## src/sv/m4ae_pkg.sv

```systemverilog
// Shared types, constants and helpers of the 4x4 matrix arithmetic engine.
package m4ae_pkg;

    localparam int DIM        = 4;
    localparam int FRAC_BITS  = 16;
    localparam int DATA_W     = 32;
    localparam int REQ_W      = 3;
    localparam int PORT_IDX_W = 2;
    localparam int NELEM      = DIM * DIM;
    localparam int IDX_W      = $clog2(DIM);
    localparam int ADDR_W     = $clog2(NELEM);
    localparam int PROD_W     = 2 * DATA_W;
    localparam int ACC_W      = PROD_W + $clog2(DIM);
    localparam int DRAIN_CYC  = 4;
    localparam int CNT_W      = $clog2(DRAIN_CYC);

    localparam logic signed [DATA_W-1:0] SAT_MAX = {1'b0, {(DATA_W-1){1'b1}}};
    localparam logic signed [DATA_W-1:0] SAT_MIN = {1'b1, {(DATA_W-1){1'b0}}};

    // Request codes.
    localparam logic [REQ_W-1:0] REQ_WR_A   = 3'd0;
    localparam logic [REQ_W-1:0] REQ_WR_B   = 3'd1;
    localparam logic [REQ_W-1:0] REQ_WR_C   = 3'd2;
    localparam logic [REQ_W-1:0] REQ_ADD    = 3'd3;
    localparam logic [REQ_W-1:0] REQ_SUB    = 3'd4;
    localparam logic [REQ_W-1:0] REQ_MUL    = 3'd5;
    localparam logic [REQ_W-1:0] REQ_TRANSP = 3'd6;
    localparam logic [REQ_W-1:0] REQ_TRIPLE = 3'd7;

    typedef enum logic [1:0] {
        OP_ADD,
        OP_SUB,
        OP_MAC,
        OP_PASS
    } op_t;

    typedef enum logic [1:0] {
        DST_OUT,
        DST_TMP,
        DST_OUT_A
    } dest_t;

    // One datapath step, issued by the controller each cycle while it runs an operation.
    typedef struct packed {
        logic              valid;
        op_t               op;
        logic              lsel_tmp;
        logic              rsel_c;
        logic [ADDR_W-1:0] addr_l;
        logic [ADDR_W-1:0] addr_r;
        logic              first;
        logic              fin;
        logic [IDX_W-1:0]  oi;
        logic [IDX_W-1:0]  oj;
        dest_t             dest;
    } cmd_t;

    // Element load strobes for a write request.
    typedef struct packed {
        logic a;
        logic b;
        logic c;
    } ld_t;

    function automatic logic [ADDR_W-1:0] elem_addr(input logic [IDX_W-1:0] r,
                                                   input logic [IDX_W-1:0] c);
        elem_addr = ADDR_W'(ADDR_W'(r) * ADDR_W'(DIM) + ADDR_W'(c));
    endfunction

endpackage

```

## src/sv/m4ae_ram.sv

```systemverilog
// Generic single-write, single-read RAM with registered read data.
module m4ae_ram #(
    parameter int WIDTH = 32,
    parameter int DEPTH = 16
) (
    input  logic                     clk,
    input  logic                     we,
    input  logic [$clog2(DEPTH)-1:0] waddr,
    input  logic [WIDTH-1:0]         wdata,
    input  logic [$clog2(DEPTH)-1:0] raddr,
    output logic [WIDTH-1:0]         rdata
);

    logic [WIDTH-1:0] mem [DEPTH];
    logic [WIDTH-1:0] rdata_reg;

    always_ff @(posedge clk)
    begin
        if (we)
        begin
            mem[waddr] <= wdata;
        end
        rdata_reg <= mem[raddr];
    end

    assign rdata = rdata_reg;

endmodule

```

## src/sv/m4ae_ctrl.sv

```systemverilog
// Controller: sequences the element, inner-product and pass steps of each operation.
module m4ae_ctrl (
    input  logic                           clk,
    input  logic                           rst_n,
    input  logic                           start,
    input  logic [m4ae_pkg::REQ_W-1:0]     req_type,
    output logic                           busy,
    output m4ae_pkg::ld_t                  ld,
    output m4ae_pkg::cmd_t                 cmd
);

    typedef enum logic [1:0] {
        ST_IDLE,
        ST_RUN,
        ST_DRAIN
    } state_t;

    state_t                          state_reg, state_next;
    logic [m4ae_pkg::REQ_W-1:0]      op_reg, op_next;
    logic                            phase_reg, phase_next;
    logic [m4ae_pkg::IDX_W-1:0]      i_reg, i_next;
    logic [m4ae_pkg::IDX_W-1:0]      j_reg, j_next;
    logic [m4ae_pkg::IDX_W-1:0]      k_reg, k_next;
    logic [m4ae_pkg::CNT_W-1:0]      cnt_reg, cnt_next;
    logic                            busy_reg, busy_next;
    m4ae_pkg::cmd_t                  cmd_reg, cmd_next, step;
    logic                            accept;
    logic                            is_mac;
    logic                            k_last;
    logic                            j_last;
    logic                            i_last;

    localparam logic [m4ae_pkg::IDX_W-1:0] IDX_LAST = m4ae_pkg::IDX_W'(m4ae_pkg::DIM - 1);

    assign accept = start && !busy_reg;
    assign is_mac = (op_reg == m4ae_pkg::REQ_MUL) || (op_reg == m4ae_pkg::REQ_TRIPLE);
    assign k_last = !is_mac || (k_reg == IDX_LAST);
    assign j_last = (j_reg == IDX_LAST);
    assign i_last = (i_reg == IDX_LAST);

    // Load strobes are decoded straight from the request so a write lands on its accept edge.
    always_comb
    begin
        ld = '0;
        if (accept)
        begin
            unique case (req_type)
                m4ae_pkg::REQ_WR_A: ld.a = 1'b1;
                m4ae_pkg::REQ_WR_B: ld.b = 1'b1;
                m4ae_pkg::REQ_WR_C: ld.c = 1'b1;
                default:            ld   = '0;
            endcase
        end
    end

    // Step built from the loop counters.
    always_comb
    begin
        step          = '0;
        step.valid    = 1'b1;
        step.oi       = i_reg;
        step.oj       = j_reg;
        step.first    = 1'b1;
        step.fin      = 1'b1;
        step.addr_l   = m4ae_pkg::elem_addr(i_reg, j_reg);
        step.addr_r   = m4ae_pkg::elem_addr(i_reg, j_reg);
        step.op       = m4ae_pkg::OP_ADD;
        step.dest     = m4ae_pkg::DST_OUT;
        unique case (op_reg) inside
            m4ae_pkg::REQ_SUB:
            begin
                step.op = m4ae_pkg::OP_SUB;
            end
            m4ae_pkg::REQ_MUL, m4ae_pkg::REQ_TRIPLE:
            begin
                step.op       = m4ae_pkg::OP_MAC;
                step.addr_l   = m4ae_pkg::elem_addr(i_reg, k_reg);
                step.addr_r   = m4ae_pkg::elem_addr(k_reg, j_reg);
                step.first    = (k_reg == '0);
                step.fin      = (k_reg == IDX_LAST);
                if (op_reg == m4ae_pkg::REQ_TRIPLE)
                begin
                    step.lsel_tmp = phase_reg;
                    step.rsel_c   = phase_reg;
                    step.dest     = phase_reg ? m4ae_pkg::DST_OUT : m4ae_pkg::DST_TMP;
                end
            end
            m4ae_pkg::REQ_TRANSP:
            begin
                step.op       = m4ae_pkg::OP_PASS;
                step.lsel_tmp = phase_reg;
                step.dest     = phase_reg ? m4ae_pkg::DST_OUT_A : m4ae_pkg::DST_TMP;
                if (!phase_reg)
                begin
                    step.addr_l = m4ae_pkg::elem_addr(j_reg, i_reg);
                end
            end
            default:
            begin
                step.op = m4ae_pkg::OP_ADD;
            end
        endcase
    end

    always_comb
    begin
        state_next = state_reg;
        op_next    = op_reg;
        phase_next = phase_reg;
        i_next     = i_reg;
        j_next     = j_reg;
        k_next     = k_reg;
        cnt_next   = cnt_reg;
        cmd_next   = step;
        cmd_next.valid = 1'b0;
        unique case (state_reg)
            ST_IDLE:
            begin
                if (accept && (req_type >= m4ae_pkg::REQ_ADD))
                begin
                    op_next    = req_type;
                    phase_next = 1'b0;
                    i_next     = '0;
                    j_next     = '0;
                    k_next     = '0;
                    state_next = ST_RUN;
                end
            end
            ST_RUN:
            begin
                cmd_next = step;
                if (!k_last)
                begin
                    k_next = k_reg + 1'b1;
                end
                else
                begin
                    k_next = '0;
                    if (!j_last)
                    begin
                        j_next = j_reg + 1'b1;
                    end
                    else
                    begin
                        j_next = '0;
                        if (!i_last)
                        begin
                            i_next = i_reg + 1'b1;
                        end
                        else
                        begin
                            i_next     = '0;
                            cnt_next   = m4ae_pkg::CNT_W'(m4ae_pkg::DRAIN_CYC - 1);
                            state_next = ST_DRAIN;
                        end
                    end
                end
            end
            ST_DRAIN:
            begin
                cnt_next = cnt_reg - 1'b1;
                if (cnt_reg == '0)
                begin
                    if (!phase_reg && ((op_reg == m4ae_pkg::REQ_TRIPLE) ||
                                       (op_reg == m4ae_pkg::REQ_TRANSP)))
                    begin
                        phase_next = 1'b1;
                        state_next = ST_RUN;
                    end
                    else
                    begin
                        state_next = ST_IDLE;
                    end
                end
            end
            default:
            begin
                state_next = ST_IDLE;
            end
        endcase
        busy_next = (state_next != ST_IDLE);
    end

    always_ff @(posedge clk or negedge rst_n)
    begin
        if (!rst_n)
        begin
            state_reg     <= ST_IDLE;
            busy_reg      <= 1'b0;
            cmd_reg.valid <= 1'b0;
            phase_reg     <= 1'b0;
            i_reg         <= '0;
            j_reg         <= '0;
            k_reg         <= '0;
            cnt_reg       <= '0;
            op_reg        <= m4ae_pkg::REQ_ADD;
        end
        else
        begin
            state_reg <= state_next;
            busy_reg  <= busy_next;
            cmd_reg   <= cmd_next;
            phase_reg <= phase_next;
            i_reg     <= i_next;
            j_reg     <= j_next;
            k_reg     <= k_next;
            cnt_reg   <= cnt_next;
            op_reg    <= op_next;
        end
    end

    assign busy = busy_reg;
    assign cmd  = cmd_reg;

    a_idle_no_step: assert property (@(posedge clk) disable iff (!rst_n)
        (state_reg == ST_IDLE) |-> !cmd_reg.valid)
        else $error("datapath step issued while idle");

    a_op_goes_busy: assert property (@(posedge clk) disable iff (!rst_n)
        (accept && (req_type >= m4ae_pkg::REQ_ADD)) |=> busy)
        else $error("operation request did not raise busy");

    a_single_step: assert property (@(posedge clk) disable iff (!rst_n)
        (cmd_reg.valid && (cmd_reg.op != m4ae_pkg::OP_MAC)) |-> (cmd_reg.first && cmd_reg.fin))
        else $error("element step not marked as first and final");

endmodule

```

## src/sv/m4ae_dpath.sv

```systemverilog
// Datapath: matrix stores, multiplier, accumulator, saturation and result register.
module m4ae_dpath (
    input  logic                                clk,
    input  logic                                rst_n,
    input  m4ae_pkg::ld_t                       ld,
    input  m4ae_pkg::cmd_t                      cmd,
    input  logic [m4ae_pkg::PORT_IDX_W-1:0]     row,
    input  logic [m4ae_pkg::PORT_IDX_W-1:0]     col,
    input  logic signed [m4ae_pkg::DATA_W-1:0]  value,
    output logic                                out_valid,
    output logic [m4ae_pkg::PORT_IDX_W-1:0]     out_row,
    output logic [m4ae_pkg::PORT_IDX_W-1:0]     out_col,
    output logic signed [m4ae_pkg::DATA_W-1:0]  out_value,
    output logic                                last
);

    localparam logic [m4ae_pkg::IDX_W-1:0] IDX_LAST = m4ae_pkg::IDX_W'(m4ae_pkg::DIM - 1);

    m4ae_pkg::cmd_t                          cmd1_reg, cmd2_reg, cmd3_reg;
    logic signed [m4ae_pkg::PROD_W-1:0]      p2_reg, p2_next;
    logic signed [m4ae_pkg::ACC_W-1:0]       acc_reg, acc_next;
    logic signed [m4ae_pkg::ACC_W-1:0]       scaled;
    logic signed [m4ae_pkg::DATA_W-1:0]      res;
    logic signed [m4ae_pkg::DATA_W-1:0]      a_rd, b_rd, c_rd, t_rd;
    logic signed [m4ae_pkg::DATA_W-1:0]      l_op, r_op;
    logic                                    in_range;
    logic [m4ae_pkg::ADDR_W-1:0]             ld_addr;
    logic [m4ae_pkg::ADDR_W-1:0]             res_addr;
    logic                                    res_we;
    logic                                    a_we, t_we;
    logic [m4ae_pkg::ADDR_W-1:0]             a_waddr;
    logic signed [m4ae_pkg::DATA_W-1:0]      a_wdata;
    logic                                    out_valid_reg;
    logic [m4ae_pkg::PORT_IDX_W-1:0]         out_row_reg, out_col_reg;
    logic signed [m4ae_pkg::DATA_W-1:0]      out_value_reg;
    logic                                    last_reg;

    // Writes whose row or column lies outside the matrix are dropped.
    assign in_range = (int'(row) < m4ae_pkg::DIM) && (int'(col) < m4ae_pkg::DIM);
    assign ld_addr  = m4ae_pkg::elem_addr(m4ae_pkg::IDX_W'(row), m4ae_pkg::IDX_W'(col));
    assign res_addr = m4ae_pkg::elem_addr(cmd3_reg.oi, cmd3_reg.oj);
    assign res_we   = cmd3_reg.valid && cmd3_reg.fin;

    assign a_we    = (ld.a && in_range) || (res_we && (cmd3_reg.dest == m4ae_pkg::DST_OUT_A));
    assign a_waddr = ld.a ? ld_addr : res_addr;
    assign a_wdata = ld.a ? value : res;
    assign t_we    = res_we && (cmd3_reg.dest == m4ae_pkg::DST_TMP);

    m4ae_ram #(.WIDTH(m4ae_pkg::DATA_W), .DEPTH(m4ae_pkg::NELEM)) u_ram_a (
        .clk   (clk),
        .we    (a_we),
        .waddr (a_waddr),
        .wdata (a_wdata),
        .raddr (cmd.addr_l),
        .rdata (a_rd)
    );

    m4ae_ram #(.WIDTH(m4ae_pkg::DATA_W), .DEPTH(m4ae_pkg::NELEM)) u_ram_b (
        .clk   (clk),
        .we    (ld.b && in_range),
        .waddr (ld_addr),
        .wdata (value),
        .raddr (cmd.addr_r),
        .rdata (b_rd)
    );

    m4ae_ram #(.WIDTH(m4ae_pkg::DATA_W), .DEPTH(m4ae_pkg::NELEM)) u_ram_c (
        .clk   (clk),
        .we    (ld.c && in_range),
        .waddr (ld_addr),
        .wdata (value),
        .raddr (cmd.addr_r),
        .rdata (c_rd)
    );

    m4ae_ram #(.WIDTH(m4ae_pkg::DATA_W), .DEPTH(m4ae_pkg::NELEM)) u_ram_t (
        .clk   (clk),
        .we    (t_we),
        .waddr (res_addr),
        .wdata (res),
        .raddr (cmd.addr_l),
        .rdata (t_rd)
    );

    assign l_op = cmd1_reg.lsel_tmp ? t_rd : a_rd;
    assign r_op = cmd1_reg.rsel_c ? c_rd : b_rd;

    always_comb
    begin
        case (cmd1_reg.op)
            m4ae_pkg::OP_ADD:  p2_next = m4ae_pkg::PROD_W'(l_op) + m4ae_pkg::PROD_W'(r_op);
            m4ae_pkg::OP_SUB:  p2_next = m4ae_pkg::PROD_W'(l_op) - m4ae_pkg::PROD_W'(r_op);
            m4ae_pkg::OP_MAC:  p2_next = l_op * r_op;
            default:           p2_next = m4ae_pkg::PROD_W'(l_op);
        endcase
    end

    // Exact accumulation; the floor shift is applied once on the full sum.
    assign acc_next = (cmd2_reg.first ? '0 : acc_reg) + m4ae_pkg::ACC_W'(p2_reg);

    always_comb
    begin
        if (cmd3_reg.op == m4ae_pkg::OP_MAC)
        begin
            scaled = acc_reg >>> m4ae_pkg::FRAC_BITS;
        end
        else
        begin
            scaled = acc_reg;
        end
        if (scaled > m4ae_pkg::ACC_W'(m4ae_pkg::SAT_MAX))
        begin
            res = m4ae_pkg::SAT_MAX;
        end
        else if (scaled < m4ae_pkg::ACC_W'(m4ae_pkg::SAT_MIN))
        begin
            res = m4ae_pkg::SAT_MIN;
        end
        else
        begin
            res = m4ae_pkg::DATA_W'(scaled);
        end
    end

    always_ff @(posedge clk or negedge rst_n)
    begin
        if (!rst_n)
        begin
            cmd1_reg.valid <= 1'b0;
            cmd2_reg.valid <= 1'b0;
            cmd3_reg.valid <= 1'b0;
            out_valid_reg  <= 1'b0;
        end
        else
        begin
            cmd1_reg      <= cmd;
            cmd2_reg      <= cmd1_reg;
            cmd3_reg      <= cmd2_reg;
            out_valid_reg <= res_we && (cmd3_reg.dest != m4ae_pkg::DST_TMP);
        end
    end

    always_ff @(posedge clk)
    begin
        p2_reg        <= p2_next;
        acc_reg       <= acc_next;
        out_row_reg   <= m4ae_pkg::PORT_IDX_W'(cmd3_reg.oi);
        out_col_reg   <= m4ae_pkg::PORT_IDX_W'(cmd3_reg.oj);
        out_value_reg <= res;
        last_reg      <= (cmd3_reg.oi == IDX_LAST) && (cmd3_reg.oj == IDX_LAST);
    end

    assign out_valid = out_valid_reg;
    assign out_row   = out_row_reg;
    assign out_col   = out_col_reg;
    assign out_value = out_value_reg;
    assign last      = last_reg;

    a_last_corner: assert property (@(posedge clk) disable iff (!rst_n)
        (out_valid && last) |-> ((out_row == m4ae_pkg::PORT_IDX_W'(m4ae_pkg::DIM - 1)) &&
                                 (out_col == m4ae_pkg::PORT_IDX_W'(m4ae_pkg::DIM - 1))))
        else $error("last flag away from the final element");

    a_no_a_collide: assert property (@(posedge clk) disable iff (!rst_n)
        !(ld.a && res_we && (cmd3_reg.dest == m4ae_pkg::DST_OUT_A)))
        else $error("element load collides with transpose write-back");

endmodule

```

## src/sv/matrix4x4_arith_engine.sv

```systemverilog
// Top level of the 4x4 fixed-point matrix arithmetic engine.
//
// Usage: a request is taken at a rising edge where start is high and busy is low.
// req_type selects a load of one element of A, B or C (row, col, value) or an
// operation on the stored matrices: A+B, A-B, A*B, transpose of A (written back
// into A) or (A*B)*C. Elements are signed Q16.16; sums saturate to 32 bits and
// products are kept exact, floored by 16 fraction bits and then saturated.
// A load completes on its accept edge and never raises busy, so loads may come
// back to back. An operation produces sixteen results in row-major order; each
// is shown for exactly one cycle with out_valid high, and last marks the final one.
// Add and subtract produce their results at one per cycle. Multiply runs one
// multiply-accumulate per cycle through a single 32x32 multiplier, summing the
// four products of each result in turn. The triple product and the transpose
// each run two passes through a scratch matrix; results come only in the
// second pass. The receiver cannot hold results off; they leave as produced.
// Reset clears the controller and pipeline valid bits; matrix contents are not
// cleared and must be loaded before an operation reads them.
module matrix4x4_arith_engine (
    input  logic                                clk,
    input  logic                                rst_n,
    input  logic                                start,
    output logic                                busy,
    input  logic [m4ae_pkg::REQ_W-1:0]          req_type,
    input  logic [m4ae_pkg::PORT_IDX_W-1:0]     row,
    input  logic [m4ae_pkg::PORT_IDX_W-1:0]     col,
    input  logic signed [m4ae_pkg::DATA_W-1:0]  value,
    output logic                                out_valid,
    output logic [m4ae_pkg::PORT_IDX_W-1:0]     out_row,
    output logic [m4ae_pkg::PORT_IDX_W-1:0]     out_col,
    output logic signed [m4ae_pkg::DATA_W-1:0]  out_value,
    output logic                                last
);

    // Command path from the sequencer: per-cycle step and element load strobes.
    m4ae_pkg::cmd_t cmd;
    m4ae_pkg::ld_t  ld;

    m4ae_ctrl u_ctrl (
        .clk      (clk),
        .rst_n    (rst_n),
        .start    (start),
        .req_type (req_type),
        .busy     (busy),
        .ld       (ld),
        .cmd      (cmd)
    );

    // The datapath holds the matrices and computes one step per cycle.
    m4ae_dpath u_dpath (
        .clk       (clk),
        .rst_n     (rst_n),
        .ld        (ld),
        .cmd       (cmd),
        .row       (row),
        .col       (col),
        .value     (value),
        .out_valid (out_valid),
        .out_row   (out_row),
        .out_col   (out_col),
        .out_value (out_value),
        .last      (last)
    );

endmodule
```

## config.mk

```make
export PLATFORM = sky130hd
export DESIGN_NAME = matrix4x4_arith_engine
export DESIGN_NICKNAME = d
export VERILOG_FILES = /design/src/sv/m4ae_pkg.sv /design/src/sv/m4ae_ram.sv /design/src/sv/m4ae_ctrl.sv /design/src/sv/m4ae_dpath.sv /design/src/sv/matrix4x4_arith_engine.sv
export SDC_FILE = /design/constraint.sdc
export NUM_CORES = 2
export LEC_CHECK = 0
export BUFFER_PORTS_ARGS = -buffer_cell sky130_fd_sc_hd__buf_2
export CELL_PAD_IN_SITES_DETAIL_PLACEMENT = 1
export CELL_PAD_IN_SITES_GLOBAL_PLACEMENT = 1
export CORE_ASPECT_RATIO = 1.2
export CORE_MARGIN = 8
export CORE_UTILIZATION = 50
export DETAILED_ROUTE_END_ITERATION = 7
export GPL_TIMING_DRIVEN = 1
export PLACE_DENSITY = 0.78
export SLEW_MARGIN = 40
export SYNTH_ARGS = -nofsm -noshare
export SYNTH_HDL_FRONTEND = slang
export SYNTH_SLANG_ARGS = --single-unit
```

## constraint.sdc

```tcl
create_clock -name clk -period 12.5 [get_ports clk]
set_input_delay 0 -clock clk [delete_from_list [all_inputs] [get_ports clk]]
set_output_delay 0 -clock clk [all_outputs]
set_load 0.1 [all_outputs]
```

==> results by group <==
Layout
  • Layout cells sized above 1: between 10% and 20%
  • Commonest non-fill, non-tap cell in the layout: edfxtp_1
  • Fin area: ~140000 µm²
  • Area grow syn2layout: 11.00%
  • Post-layout util: 55.79%
  • Fill cells: 24490
  • Nets@finish: ~10000
  • Most frequent cells in the layout: edfxtp_1 (2097), fa_1 (1085), inv_1 (1055), nor2_1 (738), nand2_1 (671)

Floorplan
  • I/O pins: 81
  • Die area: around 280000 µm²
  • Initial Util: 50.26%
  • Core area: ~260000 µm²
  • Die Span Y: between 500 and 600 µm
  • Die width: about 480 µm
  • Row count: just over 200

Place
  • Port Buf Inserts: 80
  • Placed inst area: 136800 µm²
  • Hpwl dp: about 290000 µm
  • GP Congestion: between 0.9 and 1

Global routing
  • Maximum number of pins on one net before global-route repair: 89
  • Total gr overflow: 0
  • Number of antenna violations at the first check in global routing: 26
  • GRT Total Usage: between 30% and 40%
  • Global-route wire length before repair: ~650000 µm
  • Vias in the first global route: around 89000

Synth
  • Count of different cell masters after synthesis: 96
  • Synth warn: 0
  • Ys flop type: edfxtp_1
  • Seq/Total Area, Yosys: between 50% and 60%
  • Syn avg cell area: between 10 and 15 µm²
  • Synth Area in Simple Gates: a little over 6%
  • Post-Synth XOR/XNOR Area: 1.066%
  • Post-synth EDFFs: 2097
  • Syn nets: 10320
  • Mux share of post-synthesis cell area: about an eighth
  • Mapped Cells: 8878
  • Post-Syn Area: ~130000 µm²
  • Largest family of logic cells by synthesized area: adder cells
  • Adder-cell share of the synthesized area: about a fifth
  • Post-synthesis register bit count: around 2400
  • Synth Area in Compound Gates: 3.743%
  • Async SR Flop Fraction: 0.8292%

Setup path
  • Crit path capture: u_dpath.p2_reg[56]
  • Critical Path Most Common Cell: inv_1
  • R2r worst-path depth: 31
  • Critical path startpoint category: flip-flop
  • Slowest-stage cell, CP: edfxtp_1
  • R2R Path End: u_dpath.p2_reg[56]
  • CP Data Required Time: 13.16 ns
  • CP max stage delay: roughly 0.94 ns
  • Critical path fanouts, max: 17
  • Arrival @ worst endpoint: about 12 ns
  • Setup CP Type: reg2reg
  • Crit path capture type: flip-flop
  • FF-to-FF setup slack: 1.43 ns
  • Critical path origin: u_dpath.cmd1_reg[17]
  • RR Startpoint: u_dpath.cmd1_reg[17]

Drt
  • 1st-iter DRT viols: about 8800
  • Vias per cell: between 6 and 7
  • Detail Route Antenna Nets: 0
  • First-pass DRT Iterations: 6
  • DR WL/cell: around 36 µm
  • DRC: 0
  • WL final: approximately 450000 µm
  • Via count: a little over 80000

Timing
  • Post-route setup TNS: 0 ns
  • Worst Skew: about 0.085 ns
  • Worst slew pin tran: ~0.93 ns
  • Hold Slack: 0.09758 ns
  • RSZ-0062 raised after global routing: no
  • Slew headroom: between 30% and 40%
  • Final setup vio count: 0
  • Tcrit/Tclk final: roughly nine tenths
  • Slew Limit Fails: 0
  • Min Clock Period, post-route: ~11 ns
  • F_max: ~90 MHz
  • Final Hold Fails: 0

Clock network
  • Clock Tree Root: clkbuf_16
  • Setup bufs post-CTS: 0
  • Sink Count: 2412
  • CTS Buf Count: between 200 and 250
  • PostCTS Resize Cnt: 0
  • Longest Clk Path Bufs: 4
  • Clk_lat worst skew: just under 0.9 ns
  • CTS tree: built
  • H-tree levels: 4
  • Clock-pin slew on the worst setup and hold paths: 0.07 ns

Worst hold path
  • Hold WC Path Type: in2reg
  • HP Start: col[0]

Run
  • Max Cap Viol: 0

Run status
  • Status: completed
## how the worst min path moves through the flow
| stage | slack (ns) | cells after the start | to |
|---|---|---|---|
| floorplan | -0.30 | 0 | u_ctrl.busy |
| global placement | -0.06 | 1 | u_dpath.out_valid |
| detailed placement | -0.05 | 1 | u_dpath.out_valid |
| CTS | 0.003 | 3 | u_ctrl.op_reg[2] |
| global route | 0.08 | 3 | u_dpath.u_ram_a.mem[11][24] |
| finish | 0.1 | 3 | u_dpath.u_ram_a.mem[11][24] |
## final cells by class
cell class / instances / area [µm²] / share of cell area [%]
diodes: 20 / 50.05 / 0.03452
clock buffers: 276 / 5886 / 4.060
multi-input cells: 4943 / 56660 / 39.09
repair buffers: 384 / 3050 / 2.104
flip-flops and latches: 2412 / 69380 / 47.86
clock inverters: 120 / 1585 / 1.094
inverters: 1087 / 4083 / 2.816
well taps: 3415 / 4273 / 2.947
## repair_timing
item | in CTS | in global routing
hold buffers | 49 | 1
endpoints found under the hold margin | 1188 | 14
setup endpoints to repair | 0 | 0
## metrics by stage
| stage | std cells | setup slack (ns) |
|---|---|---|
| after detailed placement | 12190 | 1.676 |
| after global routing | 12640 | 1.149 |
| after CTS | 12640 | 1.500 |
| after floorplan | 8878 | 2.966 |
| final | 12660 | 1.430 |
| after global placement | 12180 | 1.751 |
## cell families after synthesis
logic type / after synthesis
mux: 749
fa+ha+maj: 1404
buf+inv: 1523
simple gates: 1867
compound gates: 764
xor+xnor: 159
flops: 2412
## cell usage after synthesis, types with 87 or more instances
cell type,instances,area share (%)
a21oi_1,218,0.84
dfxtp_1,295,4.5
o21ai_0,199,0.76
fa_1,1085,17
inv_1,1060,3.0
mux4_2,645,11
nor2_1,823,2.4
ha_1,319,3.1
xnor2_1,112,0.75
clkbuf_1,353,1.0
mux2i_1,103,0.79
edfxtp_1,2097,48
nand2_1,671,1.9
nor2b_1,87,0.42
## critical path, delay by kind of cell, from the launching register on
family                   cells  cell delay [ns]
flip-flops                   1             0.94
adder cells (fa/ha/maj)      9             4.93
XOR/XNOR                     1             0.14
buffers and inverters       10             1.97
AO/OA/AOI/OAI                4             1.07
AND/OR/NAND/NOR              5             1.19
multiplexers                 2             0.56
## metal layers
metal / global-route usage [%] / wire length (µm)
met1: 39.06 / 155700
met2: 54.96 / 224000
met3: 5.569 / 37570
met4: 19.81 / 34140
met5: 0 / 95
Power is not shown: default switching activity piles up to over one toggle a cycle in this logic, so the estimate is an artifact.
